## src/design/pfsp_pkg.sv

```systemverilog
// Package for the parity filter / 7-bit repacker.
// Constants and the parity helper; no dependencies.
package pfsp_pkg;

    localparam int unsigned GROUP_BITS  = 7;
    localparam int unsigned GROUPS      = 8;
    localparam int unsigned OUT_BYTES   = 7;
    localparam int unsigned PACKED_W    = GROUP_BITS * (GROUPS - 1);
    localparam int unsigned FULL_W      = GROUP_BITS * GROUPS;
    localparam int unsigned CNT_W       = 3;

    localparam logic [CNT_W-1:0] LAST_GROUP = CNT_W'(GROUPS - 1);
    localparam logic [CNT_W-1:0] FULL_BYTES = CNT_W'(OUT_BYTES);

    typedef logic [7:0]          t_byte;
    typedef logic [FULL_W-1:0]   t_full;
    typedef logic [PACKED_W-1:0] t_packed;
    typedef logic [CNT_W-1:0]    t_cnt;

    // 1 when the byte has odd parity
    function automatic logic f_odd_parity(input t_byte b);
        return ^b;
    endfunction

endpackage

```

## src/design/pfsp_serializer.sv

```systemverilog
// Output buffer: holds one packed 56-bit group and sends it out as seven
// bytes, most significant first. Depends on pfsp_pkg.
module pfsp_serializer import pfsp_pkg::*; (
    input  logic  i_clk,
    input  logic  i_rst_n,
    input  logic  i_load,
    input  t_full i_data,
    output logic  o_free,
    output logic  o_out_valid,
    input  logic  i_out_ready,
    output t_byte o_out_byte,
    output logic  o_last_of_group
);

    t_full r_buf;
    t_cnt  r_cnt;
    t_full n_buf;
    t_cnt  n_cnt;
    logic  w_xfer;

    assign o_out_valid     = (r_cnt != '0);
    assign w_xfer          = o_out_valid && i_out_ready;
    assign o_free          = (r_cnt == '0) || ((r_cnt == t_cnt'(1)) && i_out_ready);
    assign o_out_byte      = r_buf[FULL_W-1 -: 8];
    assign o_last_of_group = (r_cnt == t_cnt'(1));

    always_comb begin
        n_buf = r_buf;
        n_cnt = r_cnt;
        if (i_load) begin
            n_buf = i_data;
            n_cnt = FULL_BYTES;
        end else if (w_xfer) begin
            n_buf = {r_buf[FULL_W-9:0], 8'h00};
            n_cnt = r_cnt - t_cnt'(1);
        end
    end

    always_ff @(posedge i_clk) begin
        if (!i_rst_n) begin
            r_cnt <= '0;
        end else begin
            r_cnt <= n_cnt;
        end
        r_buf <= n_buf;
    end

endmodule

```

## src/design/parity_filter_seven_bit_packer.sv

```systemverilog
// Parity filter and 7-to-8 bit repacker. Accepts one byte per cycle into an
// input register; bytes with odd parity are dropped, even ones contribute
// bits 7..1 to a 49-bit packing register. On the eighth kept byte the full
// 56-bit group moves to the output buffer when free and leaves as seven
// transactions, one per cycle while i_out_ready is high, last one flagged.
// Input is held back only when a group completes while the previous group's
// bytes remain in the single output buffer. Depends on pfsp_pkg, pfsp_serializer.
module parity_filter_seven_bit_packer import pfsp_pkg::*; (
    input  logic       i_clk,
    input  logic       i_rst_n,
    input  logic       i_in_valid,
    output logic       o_in_ready,
    input  logic [7:0] i_in_byte,
    output logic       o_out_valid,
    input  logic       i_out_ready,
    output logic [7:0] o_out_byte,
    output logic       o_last_of_group
);

    logic    r_in_valid;
    t_byte   r_in_byte;
    t_packed r_packed;
    t_cnt    r_count;
    t_packed n_packed;
    t_cnt    n_count;

    logic    w_even;
    logic    w_emit;
    logic    w_adv;
    logic    w_ser_free;
    t_full   w_full;

    assign w_even     = !f_odd_parity(r_in_byte);
    assign w_emit     = r_in_valid && w_even && (r_count == LAST_GROUP);
    assign w_adv      = !w_emit || w_ser_free;
    assign o_in_ready = w_adv;
    assign w_full     = {r_packed, r_in_byte[7:1]};

    always_comb begin
        n_packed = r_packed;
        n_count  = r_count;
        if (r_in_valid && w_even && w_adv) begin
            if (r_count == LAST_GROUP) begin
                n_packed = '0;
                n_count  = '0;
            end else begin
                n_packed = {r_packed[PACKED_W-GROUP_BITS-1:0], r_in_byte[7:1]};
                n_count  = r_count + t_cnt'(1);
            end
        end
    end

    always_ff @(posedge i_clk) begin
        if (!i_rst_n) begin
            r_in_valid <= 1'b0;
            r_packed   <= '0;
            r_count    <= '0;
        end else begin
            if (w_adv) begin
                r_in_valid <= i_in_valid;
            end
            r_packed <= n_packed;
            r_count  <= n_count;
        end
        if (w_adv) begin
            r_in_byte <= i_in_byte;
        end
    end

    pfsp_serializer u_ser (
        .i_clk           (i_clk),
        .i_rst_n         (i_rst_n),
        .i_load          (w_emit && w_ser_free),
        .i_data          (w_full),
        .o_free          (w_ser_free),
        .o_out_valid     (o_out_valid),
        .i_out_ready     (i_out_ready),
        .o_out_byte      (o_out_byte),
        .o_last_of_group (o_last_of_group)
    );

endmodule

```

## config.mk

```make
export PLATFORM = sky130hd
export DESIGN_NAME = parity_filter_seven_bit_packer
export DESIGN_NICKNAME = d
export VERILOG_FILES = /design/src/design/pfsp_pkg.sv /design/src/design/pfsp_serializer.sv /design/src/design/parity_filter_seven_bit_packer.sv
export SDC_FILE = /design/constraint.sdc
export NUM_CORES = 1
export LEC_CHECK = 0
export BUFFER_PORTS_ARGS = -buffer_cell sky130_fd_sc_hd__buf_2
export CORE_ASPECT_RATIO = 0.8
export CORE_MARGIN = 2
export CORE_UTILIZATION = 60
export DETAILED_ROUTE_END_ITERATION = 10
export HOLD_SLACK_MARGIN = 0.15
export PLACE_DENSITY = 0.84
export SLEW_MARGIN = 20
export SYNTH_ARGS = -nofsm -noshare
export SYNTH_HDL_FRONTEND = slang
export SYNTH_SLANG_ARGS = --single-unit
export TNS_END_PERCENT = 20
```

## constraint.sdc

```tcl
create_clock -name i_clk -period 5.3 [get_ports i_clk]
set_input_delay 0.265 -clock i_clk [delete_from_list [all_inputs] [get_ports i_clk]]
set_output_delay 0.265 -clock i_clk [all_outputs]
set_load 0.05 [all_outputs]
```

# ---- Word level (Yosys, flattened, before mapping)
# Cells that the tools add are included.
dict set report classes {
  n_addsub 2
  n_eq_ne 2
  n_mux 6
  n_reduce_logical 14
}
# op n
set op_table {}
lappend op_table {{56-bit two-way mux} 2}
lappend op_table {{49-bit two-way mux} 1}
lappend op_table {{3-bit two-way mux} 3}
lappend op_table {{8-bit parity} 1}
lappend op_table {{1-bit logical AND} 6}
lappend op_table {{3-bit by 1-bit adder with 3-bit output, second input constant} 1}
lappend op_table {{3-bit by 1-bit equality test with 1-bit output, second input constant} 1}
lappend op_table {{3-bit equality test, second input constant} 1}
lappend op_table {{3-bit zero test} 1}
lappend op_table {{3-bit nonzero test} 1}
lappend op_table {{3-bit by 1-bit subtractor with 3-bit output, second input constant} 1}
lappend op_table {{1-bit zero test} 2}
lappend op_table {{1-bit logical OR} 2}
lappend op_table {{2-bit nonzero test} 1}
dict set report totals {
  regBits 120
  in_bits 12
  word_cells 30
}

# ---- Longest topological paths before layout
dict set report depth {
  depth_word 7
  depth_mapped 8
}

# ---- Modules after synthesis
# Synthesis repeated with hierarchy kept, for this count alone.
dict set report unflattened {
  cells_unflattened 363
  hier_area_um2 4713.3
}
# mod n_inst cells_per_inst area_each_um2 seq_area_each_um2
set modules_own_cells {}
lappend modules_own_cells {pfsp_serializer 1 151 2596.2 1741.7}
lappend modules_own_cells {parity_filter_seven_bit_packer 1 212 2117.0 1301.2}

# ---- Worst setup path after synthesis
# Ideal clock, no wire load.
dict set report synth_timing {
  kind {register to register}
  startpoint {register r_in_byte[6]}
  endpoint {register u_ser.r_cnt[0]}
  setup_time_ns 0.300
  arrival_ns 4.025
  path_slack_ns 0.975
  path_stages_with_launch 6
  n_path_buf 0
  period_less_slack_ns 4.325
  path_cell_list {edfxtp_1 -> xnor2_1 -> xnor2_1 -> xor2_1 -> o21ai_1 -> a221oi_1}
}
dict set report synth_via {
  elab_chain_cells 6
  elab_cells_between_ends 7
}
# item line
set synth_rtl {}
lappend synth_rtl {{start, declared} parity_filter_seven_bit_packer.sv:21} ;# t_byte r_in_byte;
lappend synth_rtl {{start signal, assigned} parity_filter_seven_bit_packer.sv:66} ;# r_in_byte <= i_in_byte;
lappend synth_rtl {{8-bit parity *} pfsp_pkg.sv:22} ;# return ^b;
lappend synth_rtl {{1-bit zero test *} parity_filter_seven_bit_packer.sv:33} ;# assign w_even = !f_odd_parity(r_in_byte);
lappend synth_rtl {{1-bit logical AND * (2 in a row)} parity_filter_seven_bit_packer.sv:34} ;# assign w_emit = r_in_valid && w_even && (r_count == LAST_GROUP);
lappend synth_rtl {{1-bit logical AND *} parity_filter_seven_bit_packer.sv:73} ;# .i_load (w_emit && w_ser_free),
lappend synth_rtl {{3-bit two-way mux or 2-bit nonzero test (tied branches)} --}
lappend synth_rtl {{end signal, assigned} pfsp_serializer.sv:43} ;# r_cnt <= n_cnt;
lappend synth_rtl {{end, declared} pfsp_serializer.sv:16} ;# t_cnt r_cnt;
# Mark *: on every way between the ends. The rest lies on a longest branch, timed or not.
# A chain may end at the register's enable or synchronous reset.

# ---- Final worst setup path
dict set report layout_timing {
  startpoint {register r_in_byte[4]}
  endpoint {output port o_in_ready}
}
dict set report layout_via {
  elab_chain_cells 6
}
# item line
set layout_rtl {}
lappend layout_rtl {{8-bit parity} pfsp_pkg.sv:22}
lappend layout_rtl {{1-bit zero test} parity_filter_seven_bit_packer.sv:33}
lappend layout_rtl {{1-bit logical AND (2 in a row)} parity_filter_seven_bit_packer.sv:34}
lappend layout_rtl {{1-bit zero test} parity_filter_seven_bit_packer.sv:35} ;# assign w_adv = !w_emit || w_ser_free;
lappend layout_rtl {{1-bit logical OR} parity_filter_seven_bit_packer.sv:35}
lappend layout_rtl {{end, declared} parity_filter_seven_bit_packer.sv:12} ;# output logic o_in_ready,
# Every way passes these cells.

==> results.sh <==
export IMPL_status="finished, final reports clean"
export IMPL_synth_area_mm2=0.00468
export IMPL_placed_cells=405
export IMPL_fill_cells=507
export IMPL_power_uw=2850
export IMPL_avgSynthCellArea_um2=15.7
export IMPL_drtAntennaViolNets=0
export IMPL_hold_violations=0
export IMPL_final_common_cell="edfxtp_1"
export IMPL_crit_top_cell="xnor2_1"
export IMPL_cp_slowest_stage_delay_ns=0.62
export IMPL_syn_inst=298
export IMPL_clk_latency_ns=0.52
export IMPL_min_period_ns=3.15
export IMPL_cts_root_buf="clkbuf_8"
export IMPL_setup_viol=0
export IMPL_met2_usage=0.312
export IMPL_switching_share=0.289
export IMPL_num_rows=28
export IMPL_crit_path_end_kind="output pin"
export IMPL_drc=0
export IMPL_globalplace_congestion=0.832
export IMPL_path_clk_slew_ns=0.06
export IMPL_cp_cell_sequence="xnor2_1, xnor2_1, xnor2_2, nand3_1, buf_2"
export IMPL_ir_drop_uv=385
export IMPL_cts_buffer_depth=2
export IMPL_synth_distinct_cells=36
export IMPL_cp_top_family="XOR/XNOR gates"
export IMPL_cts_tree="built"
export IMPL_start_util=0.624
export IMPL_pwr_share_seq=0.445
export IMPL_num_io_pins=23
export IMPL_arrival_ns=2.88
export IMPL_worstSetupStartpointType="register"
export IMPL_final_nets=347
export IMPL_area_growth_pct=16.5
export IMPL_stdcell_count=448
export IMPL_power_density_mw_per_mm2=524
export IMPL_wirelength_um=7680
export IMPL_antenna_diode_count=0
export IMPL_dpl_cell_area_mm2=0.00478
export IMPL_tightestPinTransition_ns=0.717
export IMPL_syn_num_nets=315
export IMPL_die_w_um=103
export IMPL_rsz0062_at_grt="false"
export IMPL_via_count=2511
export IMPL_cts_made_buffers=17
export IMPL_grt_pass1_vias=2635
export IMPL_path_max_fanout=15
export IMPL_cts_setup_buffers=0
export IMPL_die_area_mm2=0.00853
export IMPL_grt_usage=0.197
export IMPL_met1_usage=0.236
export IMPL_busiest_layer="met2"
export IMPL_drt_iter0_markers=189
export IMPL_grt_ovfl_total=0
export IMPL_combPwrFrac=0.182
export IMPL_antenna_found_initial=0
export IMPL_seq_area_frac_synth=0.650
export IMPL_power_switching_uw=824
export IMPL_clkSinkCount=120
export IMPL_yosys_warnings=0
export IMPL_synth_seq_cells=120
export IMPL_synth_top_flop_cell="edfxtp_1"
export IMPL_cts_resized=0
export IMPL_cts_hold_buf=11
export IMPL_ys_async_sr_fraction=0
export IMPL_muxShareOfSynthArea=0.127
export IMPL_synth_top_family_by_area="multiplexers"
export IMPL_grt_pass1_wl_um=12600
export IMPL_core_area_mm2=0.00750
export IMPL_clock_power_share=0.373
export IMPL_synth_compound_area_frac=0.115
export IMPL_synthSimpleGateAreaFrac=0.0302
export IMPL_globalRouteMet3Util=0.0715
export IMPL_synthXorXnorAreaFrac=0.0166
export IMPL_cts_htree_levels=4
export IMPL_grt_max_degree=57
export IMPL_crit_type="register to output pin"
export IMPL_reg2reg_slack_ns=2.56
export IMPL_wl_per_cell_um=17.1
export IMPL_post_route_period_util=0.594
export IMPL_cellInternalPower_uw=2030
export IMPL_design_area_mm2=0.00545
export IMPL_leakagePower_uw=0.00210
export IMPL_drv_slew=0
export IMPL_hold_class="primary input to register"
export IMPL_final_cell_mix="edfxtp_1, dfxtp_1, a22o_1, mux2_2, buf_2"
export IMPL_max_freq_ghz=0.318
export IMPL_critPathRequiredTime_ns=5.04
export IMPL_tns_ns=0
export IMPL_hpwlAfterDp_um=4110
export IMPL_fin_skew_ns=0.00729
export IMPL_synth_edf_count=64
export IMPL_via_per_inst=5.60
export IMPL_timing_slew_headroom=0.520
export IMPL_drive_gt1_frac=0.338
export IMPL_critPathSlowestCell="xnor2_2"
export IMPL_drt_pass1_iterations=4
export IMPL_max_cap_violations=0
export IMPL_numPortBuffers=22
export IMPL_die_h_um=83
export IMPL_synth_fa_ha_area_frac=0.0134
export IMPL_path_buf_inv=1
==> area by class of cell <==
| class | instances | area (µm²) | area share |
|---|---|---|---|
| timing repair buffer | 38 | 258 | 0.0473 |
| clock buffer | 17 | 414 | 0.0760 |
| clock inverter | 15 | 145 | 0.0266 |
| multi-input combinational | 147 | 1440 | 0.264 |
| tap | 105 | 131 | 0.0241 |
| inverter | 6 | 22.5 | 0.00413 |
| sequential | 120 | 3040 | 0.558 |
==> flip-flops by register name, summed over array words and instances (netlist names) <==
name,count
u_ser.r_buf,56
r_packed,49
r_in_byte,8
r_count,3
u_ser.r_cnt,3
r_in_valid,1
==> layer usage <==
metal  vias up  share of wire
met3        13          0.033
met4         0          0.019
met2        50           0.51
li1       1212              -
met1      1236           0.44
met5         -              0
==> worst paths after layout <==
check,depth (start not counted),to,start
worst min-delay path,2,r_in_byte[7]$_DFFE_PP_,i_in_byte[7]
worst max register to register,6,u_ser.r_buf[46]$_DFFE_PP_,r_in_byte[7]$_DFFE_PP_
worst max-delay path,5,o_in_ready,r_in_byte[4]$_DFFE_PP_
worst min register to register,2,r_count[2]$_SDFFE_PN0P_,r_count[2]$_SDFFE_PN0P_
==> power by group through the flow <==
stage                     Clock, µW  Combinational, µW  Sequential (µW)
after floorplan                   0                429             1290
after global placement            0                495             1280
after detailed placement          0                507             1290
after CTS                      1080                523             1270
after global routing           1130                562             1290
final                          1060                521             1270
==> cells in the mapped netlist, drive strengths merged (2+ instances only) <==
cell type	count	area (µm²)
edfxtp	64	1920
dfxtp	56	1120
a22o	50	438
mux2	49	586
buf	23	190
and3	8	50.1
xnor2	7	68.8
inv	6	22.5
ha	5	62.6
nand2	5	21.3
a21oi	4	20.0
a31oi	2	27.5
clkbuf	2	7.51
nand3	2	10.0
o21ai	2	10.0
==> worst reg2reg max path, cell delays in order, from the launching register on <==
cell      delay [ns]
edfxtp_1        0.44
xnor2_1         0.17
xnor2_1         0.37
xnor2_2         0.31
nand2_2         0.17
buf_4           0.57
mux2_2          0.46
==> logic make-up after synthesis <==
family / Yosys count
xor gates and xnor gates: 8
DFF: 120
and+or+nand+nor: 22
buffers and inverters: 31
adders and majority gates: 5
muxes: 50
AOI/OAI and AO/OA: 62
==> stage by stage <==
step	util	worst slack (ns)	hold slack, ns
floorplan	-	0.975	0.364
global placement	0.638	2.70	0.442
detailed placement	0.638	2.59	0.443
CTS	0.727	2.16	0.428
global route	0.727	1.94	0.446
finish	0.727	2.15	0.460
Note: power is estimated with default switching activity, not from simulation.
